--- src/rtl/flra_ram.sv ---
// ----------------------------------------------------------------------------
// flra_ram
// Generic single write port, single read port RAM with registered read.
// ----------------------------------------------------------------------------
module flra_ram #(
  parameter int WIDTH = 32,
  parameter int DEPTH = 128
) (
  input  logic                     clk,
  input  logic                     we,
  input  logic [$clog2(DEPTH)-1:0] waddr,
  input  logic [WIDTH-1:0]         wdata,
  input  logic [$clog2(DEPTH)-1:0] raddr,
  output logic [WIDTH-1:0]         rdata
);

  logic [WIDTH-1:0] mem [DEPTH];

  always_ff @(posedge clk) begin
    if (we) begin
      mem[waddr] <= wdata;
    end
    rdata <= mem[raddr];
  end

endmodule

--- config.mk ---
export PLATFORM = sky130hd
export DESIGN_NAME = flra_ram
export DESIGN_NICKNAME = d
export VERILOG_FILES = /design/src/rtl/flra_ram.sv
export SDC_FILE = /design/constraint.sdc
export NUM_CORES = 2
export LEC_CHECK = 0
export BUFFER_PORTS_ARGS = -buffer_cell sky130_fd_sc_hd__buf_2
export CORE_ASPECT_RATIO = 0.6
export CORE_MARGIN = 2
export CORE_UTILIZATION = 31
export CTS_CLUSTER_SIZE = 16
export DETAILED_ROUTE_END_ITERATION = 8
export PLACE_DENSITY = 0.46
export SETUP_SLACK_MARGIN = 0.3
export SYNTH_ARGS = -nofsm -noshare
export SYNTH_HDL_FRONTEND = slang
export SYNTH_SLANG_ARGS = --single-unit
--- constraint.sdc ---
create_clock -name clk -period 5.1 [get_ports clk]
set_input_delay 0.51 -clock clk [delete_from_list [all_inputs] [get_ports clk]]
set_output_delay 0.51 -clock clk [all_outputs]
set_load 0.03 [all_outputs]
==> impl_metrics.csv <==
group,metric,value,unit
outcome,status,"finished, final reports clean",
sta,rsz0062_at_grt,"false",
die,dieArea,510000,um2
global_routing,overflow,0,
die,fp.coreArea,501000,um2
placement,globalplace.congestion,0.777,
clock_tree,clock_sinks,4128,
placement,portBuffers,79,
flow_run,cap_violations,0,
setup_path,crit_family,"multiplexers",
route,drtAntennaViolNets,0,
global_routing,antenna_found_initial,116,
route,wire_per_inst,35.9,um
sta,drv_slew,0,
setup_path,cp_slowest_cell,"mux4_2",
setup_path,worst_setup_path_end_kind,"flip-flop",
yosys,synth-adder-area-share,0,
clock_tree,cts_buffers,383,
clock_tree,cts_tree,"yes",
setup_path,worstPathArrival,3.91,ns
yosys,syn_area_per_cell,26.1,um2
final_layout,final_net_count,6518,
sta,hold_viol_final,0,
route,drtPass1Iterations,5,
die,die_h,554,um
yosys,yosys_warnings,0,
setup_path,crit_buf_inv,4,
sta,tightest_slew,1.43,ns
yosys,synth_compound_area_frac,0,
sta,setup_violations,0,
setup_path,slowest_delay,0.65,ns
sta,period_share,0.601,
yosys,synthesis.area,156000,um2
setup_path,cp_num_cells,8,
clock_tree,clk_latency,0.96,ns
placement,dp_hpwl,289000,um
setup_path,required,5.94,ns
final_layout,area_growth,15.7,%
setup_path,critPathKind,"input pin to flip-flop",
route,drc_errors,0,
clock_tree,cts_setup_buffers,0,
hold_path,whs_path_depth,1,
yosys,synth_xor_area_frac,0,
setup_path,worstSetupEndpoint,"rdata[31]$_DFF_P_",
die,start_util,0.312,
yosys,ys_seq_area_frac,0.791,
clock_tree,clk_pin_slew,0.07,ns
route,vias,72800,
global_routing,grt_max_degree,129,
sta,fin_setup_tns,0,ns
setup_path,r2r-end,"rdata[6]$_DFF_P_",
yosys,synth_top_family_by_area,"multiplexers",
yosys,yosys.area_share.simple,0.00446,
global_routing,track_usage,0.187,
yosys,synth_mux_area_frac,0.196,
yosys,ys_types,17,
clock_tree,ctsHtreeMaxLevel,5,
clock_tree,cts_resized,0,
route,drt_iter0_drc,11500,
setup_path,crit_path_start_kind,"input pin",
pwr,ir_drop,287,uV
route,drt_wl_total,488000,um
setup_path,crit_path_max_fanout,26,
clock_tree,cts_hold_buf,8,
sta,fmax,326,MHz
sta,skew,0.0530,ns
pwr,power,70500,uW
route,vias_per_cell,5.36,
clock_tree,cts_root_buf,"clkbuf_16",
setup_path,crit_path_start,"raddr[0]",
global_routing,grt_pass1_wl,653000,um
global_routing,grt_pass1_vias,71800,
die,top_level_ports,80,
die,chipWidth,921,um
yosys,syn_nets,6038,
pwr,p_leak,0.0543,uW
setup_path,timing.rr.start,"mem[23][6]$_DFFE_PP_",
sta,min_period,3.07,ns
yosys,synth_seq_cells,4128,
setup_path,path_cells,"buf_12, buf_12, buf_12, buf_4, mux4_2, mux4_2, mux4_2, mux2_2",
setup_path,rrSetupSlack,2.25,ns
pwr,powerDensity,390,nW/um2
hold_path,worst_hold_path_type,"input pin to flip-flop",
clock_tree,clock_path_buffers,4,
final_layout,drive_above_1_share,0.363,
die,num_rows,201,
setup_path,r2r_cells,4,
sta,relSlewSlack,0.0451,
yosys,synthesis.instances,5990,
==> stage by stage <==
stage | hold WS (ns) | util | instance area [um2] | worst slack, ns | cells
6_report | 0.0778 | 0.361 | 181000 | 2.03 | 13600
5_1_grt | 0.0453 | 0.360 | 181000 | 1.96 | 13500
4_1_cts | 0.0279 | 0.360 | 181000 | 2.05 | 13500
3_5_place_dp | 0.896 | 0.336 | 168000 | 1.03 | 12800
3_3_place_gp | 0.879 | 0.336 | 168000 | 1.03 | 12800
2_1_floorplan | 0.609 | - | 156000 | 1.35 | 5990
==> sequential cells by signal, summed over array words and instances (netlist names) <==
signal	count
mem	4096
rdata	32
==> cells in the final DEF (no fill, tap or decap), drive strengths merged, types with 12 or more instances in the layout <==
cell type	Yosys	layout
edfxtp	4096	4096
mux4	1344	1344
clkbuf	182	483
buf	134	403
clkinv	0	161
nor2	122	122
diode	0	93
mux2	32	32
dfxtp	32	32
bufinv	0	31
nand2	14	14
clkinvlp	0	12
inv	0	12
nand3	12	12
==> logic make-up after synthesis <==
group | count (synthesis)
simple gates | 170
mux | 1376
buf+inv | 316
flops | 4128
==> power by group <==
part           leakage [uW]  total, uW  internal, uW  switching (uW)
Sequential           0.0371      37600         37500             165
Combinational        0.0112       4100          1420            2680
Clock               0.00599      28800         15800           13000
Total                0.0543      70500         54700           15800
==> worst min path at each step <==
stage               from                      to  slack (ns)
2_1_floorplan   wdata[0]     mem[0][0]$_DFFE_PP_        0.61
3_3_place_gp   wdata[20]  mem[102][20]$_DFFE_PP_        0.88
3_5_place_dp   wdata[20]  mem[102][20]$_DFFE_PP_        0.90
4_1_cts        wdata[13]  mem[115][13]$_DFFE_PP_        0.03
5_1_grt        wdata[13]  mem[100][13]$_DFFE_PP_        0.05
6_report       wdata[13]  mem[115][13]$_DFFE_PP_        0.08
==> metal layers <==
metal  part of all wire  GRT usage  wire [um]
met1               0.46      0.295     224000
met2               0.42      0.265     206000
met3               0.10     0.0472      49500
met4              0.016     0.0297       7970
met5            0.00063          0        307
==> cells in the mapped netlist <==
master / number / area share
buf_1: 50 / 0.0012
buf_2: 79 / 0.0025
buf_4: 3 / 0.00014
buf_6: 2 / 0.00014
clkbuf_1: 182 / 0.0044
dfxtp_1: 32 / 0.0041
edfxtp_1: 4096 / 0.79
mux2_2: 32 / 0.0023
mux4_2: 1344 / 0.19
nand2_1: 14 / 0.00034
nand2b_1: 2 / 0.000080
nand3_1: 12 / 0.00038
nand4_1: 3 / 0.00012
nor2_1: 122 / 0.0029
nor2b_1: 7 / 0.00028
nor3_1: 9 / 0.00029
or3_1: 1 / 0.000040
==> cell type report <==
| class | instances | area (um2) |
|---|---|---|
| Fill cell | 45300 | 320000 |
| Sequential cell | 4128 | 124000 |
| Multi-Input combinational cell | 1546 | 32300 |
| Clock buffer | 483 | 10200 |
| Tap cell | 6699 | 8380 |
| Timing Repair Buffer | 411 | 3990 |
| Clock inverter | 216 | 1980 |
| Antenna cell | 93 | 233 |
(Power assumes the default switching activity.)
