<file path="src/rtl/flra_pkg.sv">
// ----------------------------------------------------------------------------
// flra_pkg
// Shared types and constants for the face landmark roll alignment block.
// ----------------------------------------------------------------------------
package flra_pkg;

  localparam int MAX_POINTS = 128;
  localparam int PT_AW      = $clog2(MAX_POINTS);

  localparam int LM_EYE_A = 51;
  localparam int LM_EYE_B = 65;
  localparam int LM_PIVOT = 74;

  localparam logic [15:0] Q14_ONE = 16'd16384;

  localparam logic CMD_LOAD = 1'b0;
  localparam logic CMD_READ = 1'b1;

  localparam logic [0:0] REG_BBOX_COUNT  = 1'b0;
  localparam logic [0:0] REG_POINT_COUNT = 1'b1;

  localparam logic [7:0] BBOX_COUNT_RST  = 8'd106;
  localparam logic [7:0] POINT_COUNT_RST = 8'd118;

  // shared shift/subtract unit
  localparam int DIV_OP_W  = 62;
  localparam int DIV_RES_W = 40;
  localparam int DIV_REM_W = 34;
  localparam int DIV_DEN_W = 32;
  localparam int DIV_CNT_W = 6;

  typedef struct packed {
    logic        command;
    logic [6:0]  point_index;
    logic [15:0] x_coord;
    logic [15:0] y_coord;
  } item_t;

  typedef struct packed {
    logic [6:0]        out_index;
    logic signed [15:0] out_x;
    logic signed [15:0] out_y;
    logic              size_error;
  } result_t;

  typedef struct packed {
    logic                 start;
    logic                 sqrt_mode;
    logic [DIV_CNT_W-1:0] steps;
    logic [DIV_OP_W-1:0]  operand;
    logic [DIV_DEN_W-1:0] divisor;
  } div_cmd_t;

  typedef struct packed {
    logic                 busy;
    logic                 done;
    logic [DIV_RES_W-1:0] result;
  } div_stat_t;

endpackage

</file>
<file path="src/rtl/flra_divider.sv">
// ----------------------------------------------------------------------------
// flra_divider
// Shared restoring unit: unsigned division one quotient bit per cycle, or
// integer square root one root bit per cycle. Operand is left-aligned.
// ----------------------------------------------------------------------------
module flra_divider (
  input  logic                clk,
  input  logic                rst,
  input  flra_pkg::div_cmd_t  cmd,
  output flra_pkg::div_stat_t stat
);
  import flra_pkg::*;

  logic                 run;
  logic                 done;
  logic                 sqrt_mode;
  logic [DIV_CNT_W-1:0] cnt;
  logic [DIV_OP_W-1:0]  opnd;
  logic [DIV_REM_W-1:0] rem;
  logic [DIV_RES_W-1:0] res;
  logic [DIV_DEN_W-1:0] divisor;

  logic [DIV_REM_W-1:0] shin;
  logic [DIV_REM_W-1:0] trial;
  logic                 ge;

  always_comb begin
    if (sqrt_mode) begin
      shin  = {rem[DIV_REM_W-3:0], opnd[DIV_OP_W-1:DIV_OP_W-2]};
      trial = {res[DIV_REM_W-3:0], 2'b01};
    end else begin
      shin  = {rem[DIV_REM_W-2:0], opnd[DIV_OP_W-1]};
      trial = {{(DIV_REM_W-DIV_DEN_W){1'b0}}, divisor};
    end
    ge = shin >= trial;
  end

  always_ff @(posedge clk) begin
    if (rst) begin
      run  <= 1'b0;
      done <= 1'b0;
    end else begin
      done <= 1'b0;
      if (cmd.start) begin
        run <= 1'b1;
      end else if (run && cnt == DIV_CNT_W'(1)) begin
        run  <= 1'b0;
        done <= 1'b1;
      end
    end
  end

  always_ff @(posedge clk) begin
    if (cmd.start) begin
      sqrt_mode <= cmd.sqrt_mode;
      cnt       <= cmd.steps;
      opnd      <= cmd.operand;
      divisor   <= cmd.divisor;
      rem       <= '0;
      res       <= '0;
    end else if (run) begin
      cnt <= cnt - DIV_CNT_W'(1);
      rem <= ge ? shin - trial : shin;
      res <= {res[DIV_RES_W-2:0], ge};
      if (sqrt_mode) begin
        opnd <= {opnd[DIV_OP_W-3:0], 2'b00};
      end else begin
        opnd <= {opnd[DIV_OP_W-2:0], 1'b0};
      end
    end
  end

  assign stat.busy   = run;
  assign stat.done   = done;
  assign stat.result = res;

endmodule
</file>
<file path="config.mk">
export PLATFORM = sky130hd
export DESIGN_NAME = flra_divider
export DESIGN_NICKNAME = d
export VERILOG_FILES = /design/src/rtl/flra_pkg.sv /design/src/rtl/flra_divider.sv
export SDC_FILE = /design/constraint.sdc
export NUM_CORES = 1
export LEC_CHECK = 0
export BUFFER_PORTS_ARGS = -buffer_cell sky130_fd_sc_hd__buf_4
export CORE_MARGIN = 1.5
export CORE_UTILIZATION = 30
export DETAILED_ROUTE_END_ITERATION = 10
export HOLD_SLACK_MARGIN = 0.15
export PLACE_DENSITY_LB_ADDON = 0.25
export REMOVE_ABC_BUFFERS = 1
export SYNTH_ARGS = -nofsm -noshare
export SYNTH_HDL_FRONTEND = slang
export SYNTH_SLANG_ARGS = --single-unit
</file>
<file path="constraint.sdc">
create_clock -name clk -period 5 [get_ports clk]
set_input_delay 0.25 -clock clk [delete_from_list [all_inputs] [get_ports clk]]
set_output_delay 0.25 -clock clk [all_outputs]
set_load 0.01 [all_outputs]
</file>
==> results_dict.tcl, run 1 <==
set metrics [dict create \
    drtIter0Drc 525 \
    synthArstFlopShare_pct 0 \
    hold_buffers 102 \
    period_needed_ps 4380 \
    synthCells 989 \
    antenna_found_initial 0 \
    cp_max_fo 21 \
    power-per-cell-area_nw_per_um2 437 \
    num_rows 66 \
    grt_pass1_vias 8206 \
    ir_worst_vdd_mv 0.234 \
    area_growth_pct 31.4 \
    final_cell_mix "buf_4 (159), mux2i_1 (149), dlygate4sd3_1 (102)" \
    p_sw_share_pct 37.2 \
    start_util_pct 30.7 \
    seqPwrFrac_pct 31.9 \
    drv_cap 0 \
    total_power_uw 5790 \
    p_sw_uw 2150 \
    die_x_um 186 \
    dp_hpwl_um 18500 \
    r2r_setup_slack_ps 620 \
    rsz0062_at_grt "no" \
    wl_per_cell_um 15.9 \
    place.gp.congestion 0.893 \
    syn_area_um2 10100 \
    grt_use_total_pct 15.2 \
    core-area_um2 32800 \
    crit_family "compound AO/OA/AOI/OAI gates" \
    ant_nets 0 \
    cts.sinks 176 \
    placed_area_um2 11600 \
    drc 0 \
    drive_above_1_share_pct 19.5 \
    cts_tree "built" \
    wl_um 26400 \
    port_buffers 145 \
    reg2regPathDepth 12 \
    clk_pin_slew_ps 80 \
    fmax_mhz 228 \
    postSynthAreaPerCell_um2 10.2 \
    min_period_over_period_pct 87.6 \
    status "complete, no violations" \
    ios 146 \
    whs_path_depth 2 \
    slowest_stage "edfxtp_1" \
    setup_viol 0 \
    endpoint_kind "register" \
    slew_violations 0 \
    cts_buffer_depth 2 \
    die_h_um 186 \
    drt-pass1-iter-count 5 \
    cp_common_cell "nor3_1" \
    required_ps 5320 \
    nNetsFinal 1347 \
    worstPathArrival_ps 4700 \
    critPathKind "reg2reg" \
    n_antenna_cell 0 \
    crit_path_max_incr_delay_ps 930 \
    relSlewSlack_pct 33.6 \
    power_frac_clock_pct 24.4 \
    cts_resized 0 \
    ctsRootBufferMaster "clkbuf_16" \
    dr_total_vias 8195 \
    critPathLaunchType "register" \
    p_int_uw 3630 \
    fin_area_um2 13200 \
    hold_class "in2reg" \
    ys_types 65 \
    path_buf_inv 2 \
    seq_area_frac_synth_pct 45.0 \
    tightest_slew_ps 993 \
    final_common_cell "buf_4" \
    htreeDepth 4 \
    cts_buffers 17 \
    hold_viol 0 \
    fill_cells 3241 \
    p_leak_uw 0.00553 \
    synth_warnings 0 \
    grt_overflow 0 \
    synthFlopType "edfxtp_1" \
    ys_ff_latch 176 \
    grt_first_pass_wirelength_um 42900 \
    finClkSkew_ps 12.4 \
    via_per_inst 4.93 \
    cts_setup_buffers 0 \
    fp.dieArea_um2 34700 \
    path_cells "buf_12 -> mux2_2 -> ha_1 -> a21oi_1 -> o21ai_0 -> nor3_1 -> nor3b_2 -> o21ai_2 -> a21oi_2 -> buf_4 -> nor3_1 -> a221o_1" \
    grt_max_degree 98 \
    p_comb_share_pct 43.8 \
    tns_ps 0 \
    worstSkewPairLatency_ps 430 \
    synth_edf_count 101 \
    path_depth 12 \
]
stage by stage:
step,hold WS (ps),cells,util (%),setup WS (ps)
CTS,338,1661,40.4,614
finish,340,1661,40.4,619
global route,382,1661,40.4,385
floorplan,322,922,-,-2280
detailed placement,415,1527,35.4,640
global placement,411,1527,35.4,625
final timing paths:
check            end       from
min          res[32]   cmd[101]
min reg2reg  rem[17]    rem[17]
max           rem[1]  sqrt_mode
max reg2reg   rem[1]  sqrt_mode
worst reg2reg max path: stages (launching register included):
cell and delay [ps]:
edfxtp_1 930, buf_12 270, mux2_2 380, ha_1 390
a21oi_1 230, o21ai_0 200, nor3_1 190, nor3b_2 290
o21ai_2 130, a21oi_2 650, buf_4 270, nor3_1 60
a221o_1 270
synthesized netlist by cell type, types with 4 or more instances:
cell / count / area share [%]
nor2_1: 89 / 3.3
and3_1: 6 / 0.37
a211oi_1: 21 / 1.6
dfxtp_1: 75 / 15
xor2_1: 17 / 1.5
nand3_1: 11 / 0.55
buf_2: 5 / 0.25
nor3_1: 13 / 0.65
o21bai_1: 5 / 0.37
clkbuf_1: 50 / 1.9
a21o_1: 15 / 1.1
o21ai_0: 89 / 4.4
a31oi_1: 4 / 0.25
nand2b_1: 4 / 0.25
edfxtp_1: 101 / 30
and2_1: 4 / 0.25
mux2i_1: 149 / 15
ha_1: 36 / 4.5
nor2b_1: 7 / 0.43
o21a_1: 4 / 0.30
a21oi_1: 35 / 1.7
nand2_1: 95 / 3.5
xnor2_1: 13 / 1.1
o31ai_1: 8 / 0.60
a32oi_1: 7 / 0.61
buf_1: 7 / 0.26
nand3b_1: 5 / 0.37
mux2_2: 33 / 3.7
inv_1: 8 / 0.30
nand4_1: 12 / 0.74
final cells by class:
class                   instances  area (µm²)  area share (%)
clock buffers                  22         507            3.83
clock inverters                10         110           0.831
inverters                       9        33.8           0.255
multi-input cells             737        5220            39.4
flip-flops and latches        176        4540            34.3
well taps                     442         553            4.17
repair buffers                265        2290            17.3
routing by layer:
metal	vias to the layer above	track usage, %	routed length [µm]	part of all wire [%]
li1	4115	-	-	-
met1	3904	20.9	13000	49
met2	160	24.2	11900	45
met3	16	3.61	1220	4.6
met4	0	3.31	243	0.92
met5	-	0	0	0
power by group through the flow:
stage | Combinational (µW) | Clock (µW) | Sequential, µW
floorplan | 1740 | 0 | 1870
global placement | 2450 | 0 | 1880
global route | 2780 | 1510 | 1870
detailed placement | 2450 | 0 | 1880
finish | 2530 | 1410 | 1850
CTS | 2530 | 1460 | 1850
sequential cells by signal (all words and copies together) (netlist names):
name and flops:
cnt 6, divisor 32, done 1, opnd 62
rem 33, res 40, run 1, sqrt_mode 1
kinds of logic (layout without fill, tap and decap cells):
family                   Yosys count  in the layout  share of synthesized area, %
AND/OR/NAND/NOR                  266            266                          12.0
AO/OA/AOI/OAI                    222            222                          14.0
multiplexers                     182            182                          18.5
flip-flops                       176            176                          45.0
buffers and inverters             76            306                          3.28
adder cells (fa/ha/maj)           37             37                          4.67
XOR/XNOR                          30             30                          2.61
Note: power is estimated with default switching activity, not from simulation.
==> run 2: changes to the inputs <==
CELL_PAD_IN_SITES_DETAIL_PLACEMENT = 1   (was unset)
CELL_PAD_IN_SITES_GLOBAL_PLACEMENT = 2   (was unset)
==> run 2 against run 1 <==
  * Wire length grew 2.1%
  * Global-route usage is 0.53 points higher
  * Worst hold slack lost 100 ps
  * Via count decreased by 0.65%
  * Clock skew increased by 3.9 ps
  * Cell area is 0.76% lower
  * Die area did not move
  * Sequential cell count did not move
  * Non-clock buffer count decreased by 5
  * Critical path depth stayed put
  * Cell count fell by 0.24%
  * Highest routed layer unchanged
==> results_dict.tcl, run 2 (synthesis results as in run 1) <==
set metrics [dict create \
    status "complete, no violations" \
    core-area_um2 32800 \
    slew_violations 0 \
    cts.sinks 176 \
    fp.dieArea_um2 34700 \
    path_cells "buf_12 -> mux2_2 -> ha_1 -> a21oi_1 -> o21ai_0 -> nor3_1 -> nor3b_2 -> o21ai_2 -> a21oi_2 -> buf_4 -> nor3_1 -> a2111oi_0" \
    power_frac_clock_pct 23.3 \
    cts_tree "built" \
    grt_pass1_vias 8786 \
    placed_area_um2 11600 \
    p_int_uw 3510 \
    reg2regPathDepth 12 \
    clk_pin_slew_ps 70 \
    cts_buffer_depth 2 \
    drt-pass1-iter-count 4 \
    wl_per_cell_um 16.3 \
    drc 0 \
    reg.largest.list "opnd x62, res x40, rem x33" \
    hold_viol 0 \
    place_inst 1522 \
    pre_cts_ws_ps 1190 \
    fmax_mhz 261 \
    ctsRootBufferMaster "clkbuf_16" \
    drv_cap 0 \
    min_period_over_period_pct 76.7 \
    ant_nets 0 \
    critPathKind "reg2reg" \
    fin_area_um2 13100 \
    dp_hpwl_um 18700 \
    num_rows 66 \
    worstSkewPairLatency_ps 450 \
    grt_use_total_pct 15.7 \
    cts_buffers 17 \
    grt_overflow 0 \
    area_growth_pct 30.4 \
    relSlewSlack_pct 31.6 \
    dr_total_vias 8142 \
    critPathLaunchType "register" \
    setup_ws_ps 1170 \
    place.gp.congestion 0.812 \
    finClkSkew_ps 16.3 \
    period_needed_ps 3830 \
    die_h_um 186 \
    ir_worst_vdd_mv 0.258 \
    regMostFlops "opnd" \
    drive_above_1_share_pct 18.9 \
    grt_first_pass_wirelength_um 44600 \
    whs_path_depth 2 \
    seqPwrFrac_pct 32.3 \
    largest_reg_flops 62 \
    ios 146 \
    worstPathArrival_ps 4160 \
    fin_cells 1657 \
    total_power_uw 5690 \
    utilization_pct 40.1 \
    p_sw_share_pct 38.3 \
    port_buffers 145 \
    p_sw_uw 2180 \
    p_leak_uw 0.00547 \
    final_common_cell "buf_4" \
    p_comb_share_pct 44.3 \
    wl_um 26900 \
    nNetsFinal 1342 \
    rsz0062_at_grt "no" \
    setup_viol 0 \
    tightest_slew_ps 1020 \
    hold_class "in2reg" \
    die_x_um 186 \
    drtIter0Drc 364 \
    start_util_pct 30.7 \
    htreeDepth 4 \
    required_ps 5330 \
    cts_setup_buffers 0 \
    final_cell_mix "buf_4 (155), mux2i_1 (149), dlygate4sd3_1 (102)" \
    cp_max_fo 42 \
    endpoint_kind "register" \
    crit_path_max_incr_delay_ps 440 \
    cp_common_cell "nor3_1" \
    grt_max_degree 101 \
    via_per_inst 4.91 \
    antenna_found_initial 1 \
    r2r_setup_slack_ps 1170 \
    slowest_stage "edfxtp_1" \
    power-per-cell-area_nw_per_um2 433 \
]
## run 2: changes by cell type in the layout (fill, tap and decap cells not counted), moves of 2 or more
cell / previous run / this run
clkbuf_8: 2 / 0
clkinvlp_4: 0 / 2
clkinv_1: 1 / 3
buf_4: 159 / 155
clkbuf_16: 19 / 17
## run 2: power groups by stage
| stage | clock network, µW | registers [µW] | logic [µW] |
|---|---|---|---|
| after floorplan | 0 | 1870 | 1740 |
| after global placement | 0 | 1870 | 2440 |
| after detailed placement | 0 | 1870 | 2470 |
| after CTS | 1370 | 1840 | 2560 |
| after global routing | 1420 | 1870 | 2810 |
| final | 1330 | 1840 | 2520 |
## run 2: timing repair
action	CTS	global route
endpoints found under the hold margin	103	0
gates resized for setup	0	0
hold buffers	102	0
## run 2: worst max-delay path: cells and delay by family (launching register included)
kind	cells	cell delay, ps
compound gates	5	1210
buf+inv	2	660
simple gates	3	600
flops	1	440
mux	1	390
fa+ha+maj	1	390
## run 2: area by class of cell
| type | count | area, µm² |
|---|---|---|
| clock buffer | 19 | 433 |
| fill | 3677 | 19600 |
| antenna | 1 | 2.50 |
| sequential | 176 | 4540 |
| timing repair buffer | 260 | 2240 |
| tap | 442 | 553 |
| multi-input combinational | 737 | 5220 |
| clock inverter | 13 | 130 |
| inverter | 9 | 33.8 |
## run 2: layer usage
layer | vias up | part of all wire [%] | routed length [µm] | global-route usage [%]
met2 | 126 | 48 | 12900 | 26.9
met1 | 3903 | 47 | 12600 | 19.7
met5 | - | 0 | 0 | 0
met4 | 0 | 1.1 | 300 | 3.69
met3 | 19 | 4.4 | 1180 | 4.29
li1 | 4094 | - | - | -
## run 2: path summary, 6_finish.rpt
path	startpoint	to
worst min-delay path	cmd[101]	res[25]
worst max register to register	sqrt_mode	rem[13]
worst max-delay path	sqrt_mode	rem[13]
worst min register to register	rem[25]	rem[25]
## run 2: through the flow
step / TNS [ps] / hold slack [ps]
after floorplan: -71390 / 322
final: 0 / 240
after global placement: 0 / 412
after CTS: 0 / 229
after detailed placement: 0 / 415
after global routing: 0 / 245
